<file path="src/design/tcs_pkg.sv">
// tcs_pkg: shared constants, error codes and the decision struct of the
// tagged crossbar switch. No dependencies; used by tcs_core and the top level.
package tcs_pkg;

    // Port geometry is fixed by the per-input and per-output ports.
    localparam int NUM_INPUTS  = 4;
    localparam int NUM_OUTPUTS = 4;
    localparam int TAG_WIDTH   = 4;

    // Defaults for the top-level parameters.
    localparam int NUM_SLOTS   = 4;
    localparam int DATA_WIDTH  = 32;

    localparam int NUM_PAIRS   = NUM_INPUTS * NUM_OUTPUTS;
    localparam int SLOT_WIDTH  = 1 + TAG_WIDTH + NUM_PAIRS;
    localparam int IN_IDX_W    = $clog2(NUM_INPUTS);
    localparam int SLOT_BIT_W  = $clog2(SLOT_WIDTH);

    typedef enum logic [2:0] {
        ERR_NONE       = 3'd0,
        ERR_DUP_TAG    = 3'd1,
        ERR_SHARED_OUT = 3'd2,
        ERR_NO_MATCH   = 3'd3,
        ERR_UNROUTED   = 3'd4
    } err_code_t;

    // Result of one switch cycle, handed from the core to the top level.
    typedef struct packed {
        logic [NUM_OUTPUTS-1:0]               out_valid;
        logic [NUM_OUTPUTS-1:0][IN_IDX_W-1:0] winner;
        logic [NUM_INPUTS-1:0]                in_ready;
        logic                                 err_hit;
        err_code_t                            err_code;
    } tcs_decision_t;

endpackage

</file>
<file path="src/design/tcs_core.sv">
// tcs_core: route decode, tag match, round-robin arbitration and error check
// for one switch cycle. Pure combinational; depends on tcs_pkg.
module tcs_core #(
    parameter int NUM_SLOTS = tcs_pkg::NUM_SLOTS
) (
    input  logic [tcs_pkg::NUM_PAIRS-1:0]                        conn_mask,
    input  logic [NUM_SLOTS-1:0][tcs_pkg::SLOT_WIDTH-1:0]        route_slot,
    input  logic [tcs_pkg::NUM_OUTPUTS-1:0][tcs_pkg::IN_IDX_W-1:0] rr_ptr,
    input  logic [tcs_pkg::NUM_INPUTS-1:0]                       in_valid_mask,
    input  logic [tcs_pkg::NUM_INPUTS*tcs_pkg::TAG_WIDTH-1:0]    in_tags,
    input  logic [tcs_pkg::NUM_OUTPUTS-1:0]                      out_ready_mask,
    output tcs_pkg::tcs_decision_t                               decision
);

    localparam int NI = tcs_pkg::NUM_INPUTS;
    localparam int NO = tcs_pkg::NUM_OUTPUTS;
    localparam int TW = tcs_pkg::TAG_WIDTH;
    localparam int NP = tcs_pkg::NUM_PAIRS;
    localparam int IW = tcs_pkg::IN_IDX_W;
    localparam int PW = tcs_pkg::SLOT_BIT_W;

    logic [NP-1:0][PW-1:0]                pair_pos;
    logic [NUM_SLOTS-1:0]                 slot_vld;
    logic [NUM_SLOTS-1:0][TW-1:0]         slot_tag;
    logic [NUM_SLOTS-1:0][NI-1:0][NO-1:0] targets;
    logic                                 dup_tag;
    logic                                 shared_out;
    logic [NI-1:0]                        matched;
    logic [NI-1:0][NO-1:0]                tgt;
    logic [NO-1:0]                        win_found;
    logic [NO-1:0][IW-1:0]                win_idx;
    logic [NI-1:0]                        fire;

    // Bit position of each pair's route bit: compressed over set connectivity bits.
    always_comb begin
        logic [NP-1:0] below;
        for (int p = 0; p < NP; p++) begin
            below = '0;
            for (int q = 0; q < p; q++) begin
                below[q] = conn_mask[q];
            end
            pair_pos[p] = PW'(TW + 1) + PW'($countones(below));
        end
    end

    always_comb begin
        for (int s = 0; s < NUM_SLOTS; s++) begin
            slot_vld[s] = route_slot[s][0];
            slot_tag[s] = route_slot[s][TW:1];
            for (int o = 0; o < NO; o++) begin
                for (int i = 0; i < NI; i++) begin
                    targets[s][i][o] = slot_vld[s] & conn_mask[o*NI + i]
                                       & route_slot[s][pair_pos[o*NI + i]];
                end
            end
        end
    end

    // Static config checks
    always_comb begin
        logic [NI-1:0] column;
        dup_tag    = 1'b0;
        shared_out = 1'b0;
        for (int s = 0; s < NUM_SLOTS; s++) begin
            for (int t = s + 1; t < NUM_SLOTS; t++) begin
                if (slot_vld[s] && slot_vld[t] && slot_tag[s] == slot_tag[t]) begin
                    dup_tag = 1'b1;
                end
            end
            for (int o = 0; o < NO; o++) begin
                for (int i = 0; i < NI; i++) begin
                    column[i] = targets[s][i][o];
                end
                if ($countones(column) > 1) begin
                    shared_out = 1'b1;
                end
            end
        end
    end

    // First valid slot with a matching tag wins.
    always_comb begin
        logic [TW-1:0] tag_i;
        logic          found;
        for (int i = 0; i < NI; i++) begin
            tag_i  = in_tags[i*TW +: TW];
            found  = 1'b0;
            tgt[i] = '0;
            for (int s = 0; s < NUM_SLOTS; s++) begin
                if (!found && slot_vld[s] && slot_tag[s] == tag_i) begin
                    found  = 1'b1;
                    tgt[i] = targets[s][i];
                end
            end
            matched[i] = in_valid_mask[i] & found;
            if (!in_valid_mask[i]) begin
                tgt[i] = '0;
            end
        end
    end

    // Round-robin scan per output, starting at its pointer.
    always_comb begin
        logic [IW:0]   sum;
        logic [IW-1:0] cand;
        for (int o = 0; o < NO; o++) begin
            win_found[o] = 1'b0;
            win_idx[o]   = '0;
            for (int k = 0; k < NI; k++) begin
                sum = (IW+1)'(rr_ptr[o]) + (IW+1)'(k);
                if (sum >= (IW+1)'(NI)) begin
                    sum = sum - (IW+1)'(NI);
                end
                cand = sum[IW-1:0];
                if (!win_found[o] && tgt[cand][o]) begin
                    win_found[o] = 1'b1;
                    win_idx[o]   = cand;
                end
            end
        end
    end

    // Broadcast fires only when every target is won and ready.
    always_comb begin
        for (int i = 0; i < NI; i++) begin
            fire[i] = (tgt[i] != '0);
            for (int o = 0; o < NO; o++) begin
                if (tgt[i][o] && (!win_found[o] || win_idx[o] != IW'(i)
                                  || !out_ready_mask[o])) begin
                    fire[i] = 1'b0;
                end
            end
        end
    end

    always_comb begin
        for (int o = 0; o < NO; o++) begin
            decision.out_valid[o] = win_found[o] & fire[win_idx[o]];
        end
        decision.winner   = win_idx;
        decision.in_ready = fire;
        decision.err_hit  = 1'b0;
        decision.err_code = tcs_pkg::ERR_NONE;
        if (dup_tag) begin
            decision.err_hit  = 1'b1;
            decision.err_code = tcs_pkg::ERR_DUP_TAG;
        end else if (shared_out) begin
            decision.err_hit  = 1'b1;
            decision.err_code = tcs_pkg::ERR_SHARED_OUT;
        end else begin
            for (int i = 0; i < NI; i++) begin
                if (!decision.err_hit) begin
                    if (in_valid_mask[i] && !matched[i]) begin
                        decision.err_hit  = 1'b1;
                        decision.err_code = tcs_pkg::ERR_NO_MATCH;
                    end else if (matched[i] && tgt[i] == '0) begin
                        decision.err_hit  = 1'b1;
                        decision.err_code = tcs_pkg::ERR_UNROUTED;
                    end
                end
            end
        end
    end

endmodule

</file>
<file path="src/design/tag_routed_crossbar_switch.sv">
// tag_routed_crossbar_switch: top level of the tagged crossbar switch model.
// Holds config, round-robin pointers, sticky error and the in/out stages;
// depends on tcs_pkg and tcs_core.
//
//   channel   | handshake            | payload
//   ----------+----------------------+-------------------------------------------
//   input s_  | s_valid / s_ready    | valid/tag/has-tag masks, 4 data, out ready
//   result m_ | m_valid / m_ready    | out masks, 4 data, tags, in ready, error
//   config    | cfg_wr_en            | cfg_index, cfg_wdata (21 bits)
//
// One word in and one word out per cycle while m_ready holds; a word taken on s_
// reaches m_ through the input register, then the result register.
// The rate is set by the pointer/error feedback, which closes around
// tcs_core between the input stage and the result register.
// Reset (aresetn low, sync) clears pointers, error latch, stage valids and
// config (connectivity all ones, slots zero).
// A stalled result holds the input stage; s_ready frees up as soon as the
// result register drains or is taken in the same cycle.
module tag_routed_crossbar_switch #(
    parameter int NUM_SLOTS  = tcs_pkg::NUM_SLOTS,
    parameter int DATA_WIDTH = tcs_pkg::DATA_WIDTH
) (
    input  logic                                  aclk,
    input  logic                                  aresetn,

    input  logic                                  cfg_wr_en,
    input  logic [$clog2(NUM_SLOTS+1)-1:0]        cfg_index,
    input  logic [tcs_pkg::SLOT_WIDTH-1:0]        cfg_wdata,

    input  logic                                  s_valid,
    output logic                                  s_ready,
    input  logic [tcs_pkg::NUM_INPUTS-1:0]        s_in_valid_mask,
    input  logic [tcs_pkg::NUM_INPUTS*tcs_pkg::TAG_WIDTH-1:0] s_in_tags,
    input  logic [tcs_pkg::NUM_INPUTS-1:0]        s_in_has_tag_mask,
    input  logic [DATA_WIDTH-1:0]                 s_in_data_0,
    input  logic [DATA_WIDTH-1:0]                 s_in_data_1,
    input  logic [DATA_WIDTH-1:0]                 s_in_data_2,
    input  logic [DATA_WIDTH-1:0]                 s_in_data_3,
    input  logic [tcs_pkg::NUM_OUTPUTS-1:0]       s_out_ready_mask,

    output logic                                  m_valid,
    input  logic                                  m_ready,
    output logic [tcs_pkg::NUM_OUTPUTS-1:0]       m_out_valid_mask,
    output logic [DATA_WIDTH-1:0]                 m_out_data_0,
    output logic [DATA_WIDTH-1:0]                 m_out_data_1,
    output logic [DATA_WIDTH-1:0]                 m_out_data_2,
    output logic [DATA_WIDTH-1:0]                 m_out_data_3,
    output logic [tcs_pkg::NUM_OUTPUTS*tcs_pkg::TAG_WIDTH-1:0] m_out_tags,
    output logic [tcs_pkg::NUM_OUTPUTS-1:0]       m_out_has_tag_mask,
    output logic [tcs_pkg::NUM_INPUTS-1:0]        m_in_ready_mask,
    output logic                                  m_error_valid,
    output logic [2:0]                            m_error_code
);

    localparam int NI  = tcs_pkg::NUM_INPUTS;
    localparam int NO  = tcs_pkg::NUM_OUTPUTS;
    localparam int TW  = tcs_pkg::TAG_WIDTH;
    localparam int NP  = tcs_pkg::NUM_PAIRS;
    localparam int SW  = tcs_pkg::SLOT_WIDTH;
    localparam int IW  = tcs_pkg::IN_IDX_W;
    localparam int CIW = $clog2(NUM_SLOTS + 1);

    // Config registers
    logic [NP-1:0]                  conn_reg;
    logic [NUM_SLOTS-1:0][SW-1:0]   slot_reg;

    // Switch state
    logic [NO-1:0][IW-1:0]          ptr_reg;
    logic [NO-1:0][IW-1:0]          ptr_next;
    logic                           err_flag_reg;
    logic                           err_flag_next;
    tcs_pkg::err_code_t             err_kind_reg;
    tcs_pkg::err_code_t             err_kind_next;

    // Input stage
    logic                           stage_valid_reg;
    logic [NI-1:0]                  in_vmask_reg;
    logic [NI*TW-1:0]               in_tags_reg;
    logic [NI-1:0]                  in_htag_reg;
    logic [NI-1:0][DATA_WIDTH-1:0]  in_data_reg;
    logic [NO-1:0]                  out_rdy_reg;

    // Result register
    logic                           m_valid_reg;
    logic [NO-1:0]                  out_vmask_reg;
    logic [NO-1:0]                  out_vmask_next;
    logic [NO-1:0][DATA_WIDTH-1:0]  out_data_reg;
    logic [NO-1:0][DATA_WIDTH-1:0]  out_data_next;
    logic [NO*TW-1:0]               out_tags_reg;
    logic [NO*TW-1:0]               out_tags_next;
    logic [NO-1:0]                  out_htag_reg;
    logic [NO-1:0]                  out_htag_next;
    logic [NI-1:0]                  in_rdy_reg;

    tcs_pkg::tcs_decision_t         decision;
    logic                           advance;
    logic                           s_accept;

    // The stage moves into the result register when that register is free
    // or being drained this cycle.
    assign advance  = stage_valid_reg & (~m_valid_reg | m_ready);
    assign s_ready  = ~stage_valid_reg | advance;
    assign s_accept = s_valid & s_ready;

    tcs_core #(
        .NUM_SLOTS (NUM_SLOTS)
    ) u_core (
        .conn_mask      (conn_reg),
        .route_slot     (slot_reg),
        .rr_ptr         (ptr_reg),
        .in_valid_mask  (in_vmask_reg),
        .in_tags        (in_tags_reg),
        .out_ready_mask (out_rdy_reg),
        .decision       (decision)
    );

    // Output mux and next state
    always_comb begin
        logic [IW:0] nxt;
        for (int o = 0; o < NO; o++) begin
            out_vmask_next[o]       = decision.out_valid[o];
            out_data_next[o]        = '0;
            out_tags_next[o*TW +: TW] = '0;
            out_htag_next[o]        = 1'b0;
            ptr_next[o]             = ptr_reg[o];
            nxt = (IW+1)'(decision.winner[o]) + (IW+1)'(1);
            if (nxt >= (IW+1)'(NI)) begin
                nxt = nxt - (IW+1)'(NI);
            end
            if (decision.out_valid[o]) begin
                out_data_next[o]          = in_data_reg[decision.winner[o]];
                out_tags_next[o*TW +: TW] = in_tags_reg[decision.winner[o]*TW +: TW];
                out_htag_next[o]          = in_htag_reg[decision.winner[o]];
                ptr_next[o]               = nxt[IW-1:0];
            end
        end
        err_flag_next = err_flag_reg | decision.err_hit;
        err_kind_next = (!err_flag_reg && decision.err_hit) ? decision.err_code
                                                            : err_kind_reg;
    end

    // Control state
    always_ff @(posedge aclk) begin
        if (!aresetn) begin
            conn_reg        <= '1;
            slot_reg        <= '0;
            ptr_reg         <= '0;
            err_flag_reg    <= 1'b0;
            err_kind_reg    <= tcs_pkg::ERR_NONE;
            stage_valid_reg <= 1'b0;
            m_valid_reg     <= 1'b0;
        end else begin
            if (cfg_wr_en) begin
                if (cfg_index == '0) begin
                    conn_reg <= cfg_wdata[NP-1:0];
                end
                for (int s = 0; s < NUM_SLOTS; s++) begin
                    if (cfg_index == CIW'(s + 1)) begin
                        slot_reg[s] <= cfg_wdata;
                    end
                end
            end
            if (s_accept) begin
                stage_valid_reg <= 1'b1;
            end else if (advance) begin
                stage_valid_reg <= 1'b0;
            end
            if (advance) begin
                m_valid_reg  <= 1'b1;
                ptr_reg      <= ptr_next;
                err_flag_reg <= err_flag_next;
                err_kind_reg <= err_kind_next;
            end else if (m_ready) begin
                m_valid_reg  <= 1'b0;
            end
        end
    end

    // Payload, no reset
    always_ff @(posedge aclk) begin
        if (s_accept) begin
            in_vmask_reg   <= s_in_valid_mask;
            in_tags_reg    <= s_in_tags;
            in_htag_reg    <= s_in_has_tag_mask;
            in_data_reg[0] <= s_in_data_0;
            in_data_reg[1] <= s_in_data_1;
            in_data_reg[2] <= s_in_data_2;
            in_data_reg[3] <= s_in_data_3;
            out_rdy_reg    <= s_out_ready_mask;
        end
        if (advance) begin
            out_vmask_reg <= out_vmask_next;
            out_data_reg  <= out_data_next;
            out_tags_reg  <= out_tags_next;
            out_htag_reg  <= out_htag_next;
            in_rdy_reg    <= decision.in_ready;
        end
    end

    // Error fields reflect the latch after this word, which is the state now
    // held in the latch once the word has moved to the result register.
    assign m_valid            = m_valid_reg;
    assign m_out_valid_mask   = out_vmask_reg;
    assign m_out_data_0       = out_data_reg[0];
    assign m_out_data_1       = out_data_reg[1];
    assign m_out_data_2       = out_data_reg[2];
    assign m_out_data_3       = out_data_reg[3];
    assign m_out_tags         = out_tags_reg;
    assign m_out_has_tag_mask = out_htag_reg;
    assign m_in_ready_mask    = in_rdy_reg;
    assign m_error_valid      = err_flag_reg;
    assign m_error_code       = err_kind_reg;

endmodule

</file>
<file path="config.mk">
export PLATFORM = sky130hd
export DESIGN_NAME = tag_routed_crossbar_switch
export DESIGN_NICKNAME = d
export VERILOG_FILES = /design/src/design/tcs_pkg.sv /design/src/design/tcs_core.sv /design/src/design/tag_routed_crossbar_switch.sv
export SDC_FILE = /design/constraint.sdc
export NUM_CORES = 1
export LEC_CHECK = 0
export BUFFER_PORTS_ARGS = -buffer_cell sky130_fd_sc_hd__buf_2
export CAP_MARGIN = 20
export CELL_PAD_IN_SITES_DETAIL_PLACEMENT = 0
export CELL_PAD_IN_SITES_GLOBAL_PLACEMENT = 2
export CORE_AREA = 3 3 237 332
export CTS_BUF_LIST = sky130_fd_sc_hd__clkbuf_4 sky130_fd_sc_hd__clkbuf_8
export DETAILED_ROUTE_END_ITERATION = 10
export DIE_AREA = 0 0 240 335
export GPL_ROUTABILITY_DRIVEN = 0
export GPL_TIMING_DRIVEN = 1
export PLACE_DENSITY_LB_ADDON = 0.1
export SLEW_MARGIN = 30
export SYNTH_ARGS = -nofsm -noshare
export SYNTH_HDL_FRONTEND = slang
export SYNTH_SLANG_ARGS = --single-unit
</file>
<file path="constraint.sdc">
create_clock -name aclk -period 16.9 [get_ports aclk]
set_clock_uncertainty 0.1 [all_clocks]
set_input_delay 0.845 -clock aclk [delete_from_list [all_inputs] [get_ports aclk]]
set_output_delay 0.845 -clock aclk [all_outputs]
set_load 0.05 [all_outputs]
</file>
==> results of run 1 <==
==> critical path: cells and delay by family (launching register included) <==
kind / cells / cell delay (ns)
flip-flops: 1 / 0.61
multiplexers: 1 / 0.10
adder cells (fa/ha/maj): 7 / 3.72
buffers and inverters: 7 / 1.86
AND/OR/NAND/NOR: 5 / 1.46
XOR/XNOR: 1 / 0.28
AO/OA/AOI/OAI: 10 / 2.57
==> worst paths after layout <==
path                                           startpoint                         to  slack (ns)  depth (start not counted)
worst max register to register   conn_reg[0]$_SDFFE_PN1P_    ptr_reg[0]$_SDFFE_PN0P_        6.02                         31
worst min-delay path                  s_out_ready_mask[1]   out_rdy_reg[1]$_DFFE_PP_        0.20                          1
worst max-delay path             conn_reg[0]$_SDFFE_PN1P_    ptr_reg[0]$_SDFFE_PN0P_        6.02                         31
worst min register to register  slot_reg[50]$_SDFFE_PN0P_  slot_reg[50]$_SDFFE_PN0P_        0.36                          2
==> cells by family after synthesis <==
kind of cell,count (synthesis)
adders and majority gates,127
xor gates and xnor gates,111
DFF,426
AOI/OAI and AO/OA,505
muxes,512
and+or+nand+nor,923
buffers and inverters,416
==> final cells by class <==
cell class / instances / area share (%)
antenna: 7 / 0.0468
multi-input combinational: 2178 / 53.6
timing repair buffer: 448 / 6.69
tap: 976 / 3.26
clock inverter: 28 / 0.815
clock buffer: 104 / 3.40
sequential: 426 / 31.1
inverter: 110 / 1.12
==> metrics by stage <==
step | util (%) | power (mW) | instance area, um2 | worst slack [ns]
2_1_floorplan | - | 2.34 | 33200 | 7.76
3_3_place_gp | 46.9 | 2.70 | 35800 | 6.39
3_5_place_dp | 47.0 | 2.73 | 35800 | 6.09
4_1_cts | 49.0 | 3.78 | 37400 | 6.05
5_1_grt | 49.1 | 3.94 | 37400 | 5.22
6_report | 49.1 | 3.79 | 37500 | 6.02
==> synthesized netlist by cell type (29+ instances only) <==
master	n	area, um2
a211oi_1	67	503
a21oi_1	145	726
and2_1	113	707
buf_1	34	128
buf_2	53	265
clkbuf_1	208	781
dfxtp_1	114	2280
edfxtp_1	312	9370
fa_1	33	661
ha_1	93	1160
inv_1	102	383
mux2_2	75	845
mux2i_1	136	1360
mux4_2	299	6730
nand2_1	358	1340
nand3_1	59	295
nor2_1	127	477
nor2b_1	58	363
nor3_1	58	290
nor4_1	29	181
o21ai_0	40	200
xnor2_1	42	368
xor2_1	61	534
==> layer usage <==
metal  vias up  wire length [um]  track usage, %
met5         -                22               0
met4         4             11200            22.5
met3       551             13600            8.61
met2      1856             68200            58.1
met1     14200             49600            40.1
li1      11900                 -               -
==> power groups by stage <==
stage	logic [mW]	registers [mW]	clock network, mW
2_1_floorplan	1.06	1.28	0
3_3_place_gp	1.46	1.24	0
3_5_place_dp	1.48	1.24	0
4_1_cts	1.49	1.22	1.07
5_1_grt	1.61	1.23	1.11
6_report	1.52	1.22	1.04
==> impl_results.md, run 1 <==
* Slowest-stage cell, CP: fa_1
* Worst-Margin Slew at 1.17 ns
* Starting density of the core at 43.5%
* Layout filler cell count at 6970
* Syn Area/Cell at 11.0 um2
* Crit start category: register
* Pwr Density at 101 nW/um2
* Clk slew on worst S/H paths at 0.06 ns
* Setup crit end kind: register
* CTS tree: done
* DP Cell Count at 4138
* Mux share of post-synthesis cell area at 27.0%
* Slew HR at 22.0%
* Area Overhead vs Synth at 12.8%
* Die Y at 335 um
* H-tree levels at 3
* Worst Hold Class: in2reg
* CTS Buf Count at 73
* Sink Count at 426
* Max frequency at 0.0919 GHz
* Wire length of the first global-routing pass at 202 mm
* Main synth FF type: edfxtp_1
* Min cycle time layout at 10.88 ns
* Synthesized flop and latch total at 426
* Max Cap Viol at 0
* Buffers on Ports at 346
* Status: completed
* Hold Buf Count CTS at 0
* WL/cell at 33.4 um
* Final hold vios at 0
* Synth unique cells at 99
* Overall Global Routing Usage at 34.9%
* VDD IR-drop max at 0.000109 V
* Worst hold slack at 0.196 ns
* Register area share after synthesis at 35.1%
* Post-synth EDFFs at 312
* Register area at 11700 um2
* Seq pwr share at 32.3%
* Most common cell after layout, fill and taps aside: nand2_1
* Initial DRC count at 2802
* Via count at 28500
* Max incr delay on CP at 1.06 ns
* Number of remaining DRC errors at 0
* Compound-Gate Fraction of Synth Area at 10.6%
* Nets at 3548
* Post-Synth Adder-Cell Area at 5.52%
* FFs w/ async S/R, synth at 0%
* Net Sw Frac at 38.4%
* 1st-pass router iterations at 8
* Fraction of layout cells with a size suffix above 1 at 30.8%
* # rows at 120
* Root Driver: clkbuf_8
* Yosys warning total at 0
* Static Leak at 14.2 nW
* Post-Syn Instances at 3020
* Initial antenna violation count at 8
* Most frequent CP cell: ha_1
* Vias per Instance at 6.67
* HPWL Detailed at 98.8 mm
* Clock Path Buffers at 3
* Remaining global-route overflow at 0
* Internal at 2.33 mW
* Psw at 1.46 mW
* XOR/XNOR Fraction of Synth Area at 3.17%
* Die width at 240 um
* Syn Nets at 3331
* Non-filler instance count after layout at 4277
* Final setup viols at 0
* WS Path Type: reg2reg
* Vias in the first global route at 28100
* Postcts setup bufs at 0
* Req. time, crit path at 17.37 ns
* Comb pwr share at 40.2%
* Clock share of power at 27.6%
* Simple-gate share of the synthesized area at 13.6%
* Data arrival, critical path at 11.35 ns
* Max reg flops at 128
* Die area at 80400 um2
* Most frequent cells in the layout: nand2_1, buf_2, edfxtp_1
* RSZ-0062 raised after global routing: false
* Fin. max-slew vios at 0
* Crit-path max FO at 42
* Post-CTS sizing at 0
* Area of the multi-input gates at 20100 um2
* Post-route ant nets at 0
* Largest family of logic cells by synthesized area: multiplexers
* Post-Route WL at 143 mm
* Core Footprint at 76300 um2
* I/O Pins at 347
* Setup TNS at 0 ns
* Post-Syn Area at 33200 um2
* Largest net degree at the start of global routing at 83
* Period utilization at 64.4%
* Worst-Skew Late Latency at 0.74 ns
Note: power is estimated with default switching activity, not from simulation.
==> inputs of run 2 (changes only) <==
--- a/config.mk
+++ b/config.mk
@@ -9,10 +9,10 @@
 export CAP_MARGIN = 20
 export CELL_PAD_IN_SITES_DETAIL_PLACEMENT = 0
 export CELL_PAD_IN_SITES_GLOBAL_PLACEMENT = 2
-export CORE_AREA = 3 3 237 332
+export CORE_AREA = 3 3 245 343
 export CTS_BUF_LIST = sky130_fd_sc_hd__clkbuf_4 sky130_fd_sc_hd__clkbuf_8
 export DETAILED_ROUTE_END_ITERATION = 10
-export DIE_AREA = 0 0 240 335
+export DIE_AREA = 0 0 248 346
 export GPL_ROUTABILITY_DRIVEN = 0
 export GPL_TIMING_DRIVEN = 1
 export PLACE_DENSITY_LB_ADDON = 0.1
==> constraint.sdc (replaced) <==
create_clock -name aclk -period 11.3 [get_ports aclk]
set_clock_uncertainty 0.1 [all_clocks]
set_input_delay 0.565 -clock aclk [delete_from_list [all_inputs] [get_ports aclk]]
set_output_delay 0.565 -clock aclk [all_outputs]
set_load 0.05 [all_outputs]
==> impl_results.md, run 2 (same netlist as run 1, synthesis figures left out) <==
* Worst r2r dst: m_out_data_3[27]$_SDFFCE_PN0P_
* Postcts setup bufs at 0
* Die area at 85800 um2
* Max Cap Viol at 0
* Overall Global Routing Usage at 34.7%
* Crit start category: register
* Wire length of the first global-routing pass at 213 mm
* Worst reg-to-reg path cell count at 30
* Final hold vios at 0
* 1st-pass router iterations at 5
* Final setup viols at 0
* Post-Route WL at 152 mm
* Core Footprint at 81500 um2
* VDD IR-drop max at 0.000113 V
* Post-CTS sizing at 0
* I/O Pins at 347
* WL/cell at 33.5 um
* Sink Count at 426
* Worst reg2reg startpoint: conn_reg[0]$_SDFFE_PN1P_
* Most frequent CP cell: ha_1
* Post-route ant nets at 0
* Clk slew on worst S/H paths at 0.07 ns
* Hold Buf Count CTS at 151
* Slew HR at 25.4%
* CTS Buf Count at 73
* Setup crit end kind: register
* CP delay by family, top: adder cells
* Worst-Skew Late Latency at 0.72 ns
* Die Y at 346 um
* Root Driver: clkbuf_8
* Vias per Instance at 6.49
* Worst setup path startpoint: conn_reg[0]$_SDFFE_PN1P_
* Crit path capture: m_out_data_3[27]$_SDFFCE_PN0P_
* H-tree levels at 3
* Pwr Density at 144 nW/um2
* # rows at 124
* Worst hold slack at 0.0408 ns
* Buffers on Ports at 346
* Initial DRC count at 2956
* Nets at 3713
* Status: completed
* Max frequency at 0.0960 GHz
* Remaining global-route overflow at 0
* Static Leak at 14.9 nW
* Slowest-stage cell, CP: fa_1
* Max incr delay on CP at 1.11 ns
* Number of remaining DRC errors at 0
* Starting density of the core at 40.8%
* Worst-Margin Slew at 1.11 ns
* Period utilization at 92.2%
* Worst path bufs/invs at 5
* Initial antenna violation count at 6
* Fraction of layout cells with a size suffix above 1 at 29.8%
* Most frequent cells in the layout: nand2_1, buf_2, edfxtp_1
* Layout filler cell count at 7500
* Clock Path Buffers at 3
* Max reg flops at 128
* Vias in the first global route at 29700
* Largest net degree at the start of global routing at 88
* Fin. max-slew vios at 0
* RSZ-0062 raised after global routing: false
* HPWL Detailed at 104 mm
* WS Path Type: reg2reg
* Worst R2R Setup Slack at 0.88 ns
* Crit-path max FO at 21
* CP Depth at 30
* CTS tree: done
* Data arrival, critical path at 10.74 ns
* Most common cell after layout, fill and taps aside: nand2_1
* Worst Hold Class: in2reg
* Area Overhead vs Synth at 17.9%
* Die width at 248 um
* Min cycle time layout at 10.42 ns
* Setup TNS at 0 ns
* Req. time, crit path at 11.62 ns
* Via count at 29400
## run 2: cell count changes in the layout (fill, tap and decap cells not counted), moves of 4 or more
| cell | change |
|---|---|
| clkinv_2 | +5 |
| dlygate4sd3_1 | +152 |
| clkbuf_4 | -4 |
| buf_4 | +8 |
## run 2: worst min path at each step
stage                              startpoint                         to  slack, ns  depth (start not counted)
floorplan             ptr_reg[2]$_SDFFE_PN0P_    ptr_reg[2]$_SDFFE_PN0P_       0.36                          2
global placement    slot_reg[10]$_SDFFE_PN0P_  slot_reg[10]$_SDFFE_PN0P_       0.34                          2
detailed placement  slot_reg[35]$_SDFFE_PN0P_  slot_reg[35]$_SDFFE_PN0P_       0.35                          2
CTS                              cfg_wdata[9]   slot_reg[9]$_SDFFE_PN0P_      0.002                          3
global route                   s_in_data_1[7]  in_data_reg[39]$_DFFE_PP_     0.0006                          1
finish                   s_in_has_tag_mask[2]   in_htag_reg[2]$_DFFE_PP_       0.04                          1
## run 2: metal layers
| layer | global-route usage, % | part of all wire, % |
|---|---|---|
| met5 | 0 | 0 |
| met4 | 24.8 | 8.7 |
| met3 | 7.50 | 9.2 |
| met2 | 58.7 | 48 |
| met1 | 38.5 | 34 |
## run 2: cell type report
type	count	area, um2	share of cell area, %
multi-input combinational	2178	20100	51.2
antenna	5	12.5	0.0320
inverter	110	418	1.07
tap	1071	1340	3.42
clock buffer	98	1220	3.11
timing repair buffer	613	4180	10.7
clock inverter	35	269	0.687
sequential	426	11700	29.8
## run 2: per-stage QoR
stage               util (%)  area [um2]  std cells  setup slack [ns]  power [mW]
floorplan                  -       33200       3020              2.16        3.50
global placement        44.1       36000       4242              1.22        4.02
detailed placement      44.3       36100       4244             0.998        4.06
CTS                     48.0       39100       4528             0.926        5.60
global route            48.1       39100       4533             0.427        5.85
finish                  48.1       39200       4536             0.879        5.62
## run 2: report_power, final
group          switching (mW)  total (mW)  internal (mW)
clock                   0.715        1.49          0.778
combinational            1.40        2.30          0.906
sequential             0.0763        1.83           1.75
